===== config.mk =====
export PLATFORM = sky130hd
export DESIGN_NAME = stable_sorted_priority_queue
export DESIGN_NICKNAME = d
export VERILOG_FILES = /design/src/hw/rtl/sspq_pkg.sv /design/src/hw/rtl/sspq_cell.sv /design/src/hw/rtl/stable_sorted_priority_queue.sv
export SDC_FILE = /design/constraint.sdc
export NUM_CORES = 1
export LEC_CHECK = 0
export BUFFER_PORTS_ARGS = -buffer_cell sky130_fd_sc_hd__buf_4
export CAP_MARGIN = 30
export CORE_ASPECT_RATIO = 0.6
export CORE_UTILIZATION = 64
export DETAILED_ROUTE_END_ITERATION = 8
export GPL_TIMING_DRIVEN = 1
export PLACE_DENSITY = 0.92
export SLEW_MARGIN = 30
export SYNTH_ARGS = -nofsm -noshare
export SYNTH_HDL_FRONTEND = slang
export SYNTH_SLANG_ARGS = --single-unit

===== constraint.sdc =====
create_clock -name clock -period 6.1 [get_ports clock]
set_input_delay 1.22 -clock clock [delete_from_list [all_inputs] [get_ports clock]]
set_output_delay 1.22 -clock clock [all_outputs]
set_load 0.05 [all_outputs]

===== src/hw/rtl/sspq_pkg.sv =====
`default_nettype none

package sspq_pkg;

   localparam int DEPTH_DEF = 16;

   localparam int REC_W  = 16;
   localparam int KEY_W  = 10;
   localparam int OCC_W  = 5;

   typedef enum logic {
      OP_INSERT = 1'b0,
      OP_REMOVE = 1'b1
   } op_type;

   typedef enum logic [1:0] {
      STATUS_DONE  = 2'd0,
      STATUS_FULL  = 2'd1,
      STATUS_EMPTY = 2'd2
   } status_type;

   typedef enum logic {
      KEY_CLIENT_TYPE = 1'b0,
      KEY_ITEM_COUNT  = 1'b1
   } key_sel_type;

   // Field order matches the packed record: item count in the low bits.
   typedef struct packed {
      logic [2:0] payment_type;
      logic [2:0] client_type;
      logic [9:0] item_count;
   } rec_type;

   // Insert token handed from one cell to the next.
   typedef struct packed {
      logic    valid;
      logic    found;
      rec_type rec;
   } tok_type;

   function automatic logic [KEY_W-1:0] key_of(rec_type rec, key_sel_type sel);
      logic [KEY_W-1:0] k;
      unique case (sel)
         KEY_ITEM_COUNT:  k = rec.item_count;
         KEY_CLIENT_TYPE: k = {{(KEY_W-3){1'b0}}, rec.client_type};
         default:         k = '0;
      endcase
      return k;
   endfunction

endpackage

`default_nettype wire


===== src/hw/rtl/sspq_cell.sv =====
`default_nettype none

module sspq_cell
   import sspq_pkg::*;
(
   input  wire         clock,
   input  wire         reset,
   input  key_sel_type key_sel,
   input  wire         occupied,
   input  wire         shift_en,
   input  rec_type     next_entry,
   input  tok_type     tok_in,
   output tok_type     tok_out,
   output rec_type     entry
);

   rec_type entry_ff, entry_in;
   tok_type tok_ff, tok_in_next;

   always_comb begin
      entry_in    = entry_ff;
      tok_in_next = '0;
      if (shift_en) begin
         entry_in = next_entry;
      end else if (tok_in.valid) begin
         if (!occupied) begin
            // First free cell: the token comes to rest here.
            entry_in = tok_in.rec;
         end else if (tok_in.found ||
                      (key_of(entry_ff, key_sel) > key_of(tok_in.rec, key_sel))) begin
            // Take the carried record and pass the displaced one along.
            entry_in    = tok_in.rec;
            tok_in_next = '{valid: 1'b1, found: 1'b1, rec: entry_ff};
         end else begin
            tok_in_next = tok_in;
         end
      end
   end

   always_ff @(posedge clock) begin
      entry_ff <= entry_in;
      if (reset) begin
         tok_ff <= '0;
      end else begin
         tok_ff <= tok_in_next;
      end
   end

   assign tok_out = tok_ff;
   assign entry   = entry_ff;

endmodule

`default_nettype wire


===== src/hw/rtl/stable_sorted_priority_queue.sv =====
// Stable sorted priority queue of customer records.
// Input words arrive on req_*: req_tuser is the operation (insert or remove
// head), req_tdata the record to insert. Every accepted word yields exactly
// one result word on rsp_*: rsp_tuser is the status, rsp_tdata the removed
// record (zero for inserts and failures) and the occupancy after the operation.
// The sort key (client type or item count) is set through csr_write_en; the
// user must write it only while the block is idle, as the block does not
// enforce this. Held entries are not reordered by a key change.
// Records sit in a row of cells. A remove shifts every cell one place toward
// the head at once. An insert sends a token down the row, one cell per
// cycle; it displaces the first entry with a strictly greater key and ripples
// the displaced entries toward the tail.
// The result word is registered and appears in the cycle after acceptance.
// A remove or a failed insert does not hold off the next word; after an
// insert no further word is taken until its token has come to rest.
// When rsp_tready is low the result waits in its register, and no further
// word is taken until it leaves. Synchronous reset empties the store and
// selects the client type as key; no clearing pass is needed.
`default_nettype none

module stable_sorted_priority_queue
   import sspq_pkg::*;
#(
   parameter int DEPTH = DEPTH_DEF
)
(
   input  wire         clock,
   input  wire         reset,
   input  wire         csr_write_en,
   input  wire         csr_write_data,
   input  wire         req_tvalid,
   output logic        req_tready,
   input  wire  [15:0] req_tdata,   // item_count[9:0], client_type[12:10], payment_type[15:13]
   input  wire         req_tuser,   // op[0]
   output logic        rsp_tvalid,
   input  wire         rsp_tready,
   output logic [23:0] rsp_tdata,   // out_item_count[9:0], out_client_type[12:10],
                                    // out_payment_type[15:13], occupancy[20:16], zero[23:21]
   output logic [1:0]  rsp_tuser    // status[1:0]
);

   localparam int CW = $clog2(DEPTH + 1);

   key_sel_type key_sel_ff;
   logic [CW-1:0] count_ff, count_in;
   logic [CW-1:0] old_cnt_ff, old_cnt_in;
   logic [CW-1:0] wait_ff, wait_in;
   tok_type inj_ff, inj_in;
   logic rsp_valid_ff, rsp_valid_in;
   status_type status_ff, status_in;
   rec_type out_rec_ff, out_rec_in;
   logic [OCC_W-1:0] occ_ff, occ_in;

   tok_type tok [DEPTH+1];
   rec_type entries [DEPTH];
   logic [DEPTH-1:0] occupied;

   logic accept, is_full, is_empty, shift_en;
   op_type op;
   rec_type req_rec;
   logic [CW+OCC_W-1:0] occ_wide;

   assign op       = op_type'(req_tuser);
   assign req_rec  = rec_type'(req_tdata);
   assign is_full  = (count_ff == CW'(DEPTH));
   assign is_empty = (count_ff == '0);

   assign req_tready = (wait_ff == '0) && (!rsp_valid_ff || rsp_tready);
   assign accept     = req_tvalid && req_tready;
   assign shift_en   = accept && (op == OP_REMOVE) && !is_empty;

   always_comb begin
      count_in     = count_ff;
      old_cnt_in   = old_cnt_ff;
      wait_in      = (wait_ff != '0) ? wait_ff - 1'b1 : wait_ff;
      inj_in       = '0;
      rsp_valid_in = rsp_valid_ff && !rsp_tready;
      status_in    = status_ff;
      out_rec_in   = out_rec_ff;
      if (accept) begin
         rsp_valid_in = 1'b1;
         status_in    = STATUS_DONE;
         out_rec_in   = '0;
         unique case (op)
            OP_INSERT: begin
               if (is_full) begin
                  status_in = STATUS_FULL;
               end else begin
                  count_in   = count_ff + 1'b1;
                  old_cnt_in = count_ff;
                  wait_in    = count_ff + 1'b1;
                  inj_in     = '{valid: 1'b1, found: 1'b0, rec: req_rec};
               end
            end
            OP_REMOVE: begin
               if (is_empty) begin
                  status_in = STATUS_EMPTY;
               end else begin
                  count_in   = count_ff - 1'b1;
                  out_rec_in = entries[0];
               end
            end
            default: begin
               status_in = STATUS_DONE;
            end
         endcase
      end
      occ_wide = {{OCC_W{1'b0}}, count_in};
      occ_in   = accept ? occ_wide[OCC_W-1:0] : occ_ff;
   end

   always_ff @(posedge clock) begin
      status_ff  <= status_in;
      out_rec_ff <= out_rec_in;
      occ_ff     <= occ_in;
      old_cnt_ff <= old_cnt_in;
      if (reset) begin
         key_sel_ff   <= KEY_CLIENT_TYPE;
         count_ff     <= '0;
         wait_ff      <= '0;
         inj_ff       <= '0;
         rsp_valid_ff <= 1'b0;
      end else begin
         if (csr_write_en) begin
            key_sel_ff <= key_sel_type'(csr_write_data);
         end
         count_ff     <= count_in;
         wait_ff      <= wait_in;
         inj_ff       <= inj_in;
         rsp_valid_ff <= rsp_valid_in;
      end
   end

   assign tok[0] = inj_ff;

   for (genvar gi = 0; gi < DEPTH; gi++) begin : g_cell
      rec_type next_entry;
      if (gi == DEPTH - 1) begin : g_tail
         assign next_entry = entries[gi];
      end else begin : g_body
         assign next_entry = entries[gi+1];
      end
      assign occupied[gi] = (old_cnt_ff > CW'(gi));

      sspq_cell u_cell (
         .clock      (clock),
         .reset      (reset),
         .key_sel    (key_sel_ff),
         .occupied   (occupied[gi]),
         .shift_en   (shift_en),
         .next_entry (next_entry),
         .tok_in     (tok[gi]),
         .tok_out    (tok[gi+1]),
         .entry      (entries[gi])
      );
   end

   assign rsp_tvalid = rsp_valid_ff;
   assign rsp_tuser  = status_ff;
   assign rsp_tdata  = {3'b000, occ_ff, out_rec_ff};

`ifndef SYNTHESIS
   // A token always comes to rest before running off the end of the row.
   a_tok_absorbed: assert property (@(posedge clock) disable iff (reset)
      !tok[DEPTH].valid)
      else $error("insert token left the last cell");

   a_count_range: assert property (@(posedge clock) disable iff (reset)
      count_ff <= CW'(DEPTH))
      else $error("record count above depth");

   a_no_accept_mid_insert: assert property (@(posedge clock) disable iff (reset)
      inj_ff.valid |-> !req_tready)
      else $error("word accepted while an insert is moving down the row");

   a_result_follows: assert property (@(posedge clock) disable iff (reset)
      accept |=> rsp_tvalid)
      else $error("accepted word produced no result");
`endif

endmodule

`default_nettype wire


==> results.json <==
{
  "status": "finished with violations",
  "violations": "DRC",
  "synth_top_area_share_pct": 28.6,
  "fin_crit_ns": 4.59,
  "finClkSkew_ns": 0.0277,
  "initial_utilization_pct": 65.7,
  "viasPerCell": 6.66,
  "startpoint": "key_sel_ff",
  "ff2ff_path_depth": 10,
  "ys_seq_elements": 583,
  "worstHoldPathCells": 0,
  "max_freq_mhz": 218,
  "numCtsBuffers": 52,
  "cts_tree": "done",
  "synthDistinctLibCells": 59,
  "ys_warn_count": 0,
  "grt_pass1_vias": 24400,
  "grt_pass1_wl_um": 134000,
  "setup_tns_ns": 0,
  "pin_count": 51,
  "path_buf_inv": 3,
  "port_buffers": 47,
  "worstHoldStart": "g_cell[14].u_cell.tok_out[13]",
  "clkTransAtPathRegs_ns": 0.06,
  "final_cell_count_no_fill": 3860,
  "hold_violations": 0,
  "area_growth_syn_to_layout_pct": 8.29,
  "multi_input_area_mm2": 0.0143,
  "yosysTopAreaCell": "edfxtp_1",
  "hold_slack_ns": 0.412,
  "synthCells": 3245,
  "worst_skew_pair.late_latency_ns": 0.61,
  "worst_pin_slew_ns": 0.955,
  "crit_family": "compound AO/OA/AOI/OAI gates",
  "die_area_mm2": 0.0475,
  "final_cell_area_mm2": 0.0323,
  "place_area_mm2": 0.0305,
  "setup_ws_ns": 1.51,
  "drive_gt1_share_pct": 8.61,
  "drv_slew": 0,
  "cp.required_ns": 6.39,
  "cts_hold_buf": 0,
  "ir_drop_v": 0.000283,
  "slowest_stage": "dfxtp_4",
  "place_hpwl_um": 59800,
  "grt_start_max_net_pins": 95,
  "finalNetCount": 3384,
  "crit_type": "reg2reg",
  "place_congestion": 1.01,
  "ys_seq_area_share_pct": 48.6,
  "cts_resized": 0,
  "grt_usage_pct": 35.8,
  "dp_slack_ns": 1.77,
  "power_density_mw_per_mm2": 286,
  "synth_area_leaders": "edfxtp_1 29%, dfxtp_1 20%, nand2_1 11%, ha_1 6.9%, o21ai_0 4.9%",
  "startpoint_type": "flop",
  "drt-initial-drc-count": 4280,
  "max_stage_delay_ns": 0.92,
  "core-area_mm2": 0.0454,
  "diodes": 0,
  "synth-main-ff-cell": "dfxtp_1",
  "cts_root_buf": "clkbuf_16",
  "synth-edff-count": 284,
  "period_share_pct": 75.2,
  "path_cells": "buf_12 > buf_4 > mux2_2 > ha_1 > nand4_1 > a211oi_1 > a211o_1 > nand2_1 > a31oi_1 > buf_4",
  "critPathMaxFanout": 94,
  "endpoint_kind": "flop",
  "first_pass_iters": 9,
  "crit_arrival_ns": 4.88,
  "grt-ovfl-total": 0,
  "synth-async-reset-ratio_pct": 0,
  "cts_num_sinks": 583,
  "timing.rr.start": "key_sel_ff",
  "postCtsSetupBuffers": 0,
  "rows": 60,
  "syn_area_mm2": 0.0298,
  "ff_latch_area_mm2": 0.0145,
  "syn_avg_cell_area_um2": 9.19,
  "wl_per_cell_um": 22.3,
  "crit_top_cell": "buf_4",
  "drc": 1,
  "maxCapViolations": 0,
  "rrSetupSlack_ns": 1.51,
  "whs_endpoint": "g_cell[15].u_cell.entry[13]",
  "timing.rr.end": "g_cell[4].u_cell.entry[8]",
  "wirelength_um": 86000,
  "clock_path_buffers": 3,
  "n_fill_cell": 3062,
  "leakagePower_uw": 0.0125,
  "ant_nets": 0,
  "num_vias": 25700,
  "htree_levels": 2,
  "die_w_um": 281,
  "antenna_found_initial": 1,
  "finalSetupViolCount": 0,
  "rsz0062_at_grt": "no",
  "hold_path.class": "reg2reg",
  "dp_cells": 3763,
  "die_h_um": 169,
  "slew_headroom_pct": 36.3
}
cell usage in the layout, fill, tap and decap left out, types with 48 or more instances in the layout:
master     netlist  final
mux2i_1         50     50
clkbuf_16        0     54
nand3_1        260    260
nand2_1        885    884
mux2_2          48     48
edfxtp_1       284    284
dfxtp_1        299    298
ha_1           164    164
o21ai_0        291    290
and2_1         133    132
buf_4            7    112
a21boi_0       194    194
through the flow:
stage	total power [uW]	utilization [%]
2_1_floorplan	5370	-
3_3_place_gp	5690	67.2
3_5_place_dp	5770	67.2
4_1_cts	9170	71.1
5_1_grt	9470	71.1
6_report	9230	71.1
layer usage:
layer	vias up	GRT usage, %	share of wire, %
met4	4	9.84	2.8
met5	-	0.718	0.066
met2	2102	51.8	42
met1	12000	51.8	40
met3	269	10.6	15
li1	11300	-	-
cells in the mapped netlist (4+ instances only):
cell	number
a211oi_1	45
a21boi_0	194
edfxtp_1	284
and2_1	133
dfxtp_1	299
nor2_8	9
nand3_1	260
o21ai_0	291
nand4_1	33
nor2_1	44
buf_6	13
a31oi_1	13
and4_1	16
mux2_2	48
or4_1	14
buf_1	4
inv_1	27
nor2b_1	4
a211o_1	14
a21o_1	6
nand2b_1	21
mux2i_1	50
a21boi_2	9
buf_2	27
nand2_1	885
nor3_1	19
and3_1	19
buf_4	7
ha_1	164
clkbuf_1	165
xnor2_1	4
a21oi_1	41
a21boi_1	38
nor4_1	14
power breakdown:
part | internal (uW) | switching (uW)
Combinational | 407 | 961
Clock | 1950 | 1540
Sequential | 4250 | 125
kinds of logic after synthesis:
logic type / count (synthesis) / share of synthesized area, %
mux: 98 / 3.49
compound gates: 668 / 14.2
other cells: 1 / 0.0126
flops: 583 / 48.6
buf+inv: 244 / 3.65
simple gates: 1481 / 22.9
fa+ha+maj: 164 / 6.88
xor+xnor: 6 / 0.176
state kept, by name (all words and copies together), names as in the netlist:
register and count:
rsp_tdata 16, wait_ff 5, g_cell.u_cell.tok_out 270, rsp_tvalid 1, occ_ff 5, rsp_tuser 2
g_cell.u_cell.entry 256, count_ff 5, inj_ff 17, key_sel_ff 1, old_cnt_ff 5
worst max path at each step:
stage,end,slack [ns],depth (start not counted)
after detailed placement,g_cell[4].u_cell.entry[6],1.77,10
after global routing,g_cell[4].u_cell.entry[8],1.42,10
after CTS,g_cell[4].u_cell.entry[8],1.78,10
final,g_cell[4].u_cell.entry[8],1.51,10
after global placement,g_cell[3].u_cell.entry[5],2.01,10
after floorplan,g_cell[2].u_cell.entry[0],1.87,13
final cells by class:
cell class                      instances  area share [%]
Tap cell                              620            2.40
Inverter                               27           0.314
Clock inverter                         23           0.848
Clock buffer                           74            4.66
Timing Repair Buffer                  113            2.66
Sequential cell                       583            44.9
Multi-Input combinational cell       2420            44.2
worst reg2reg max path: cells and delay by family (launching register included):
kind	cells	cell delay, ns
AOI/OAI and AO/OA	3	1.15
DFF	1	0.92
adders and majority gates	1	0.28
buffers and inverters	3	1.21
muxes	1	0.37
and+or+nand+nor	2	0.35
No activity file was read; power rests on OpenSTA's default activity.
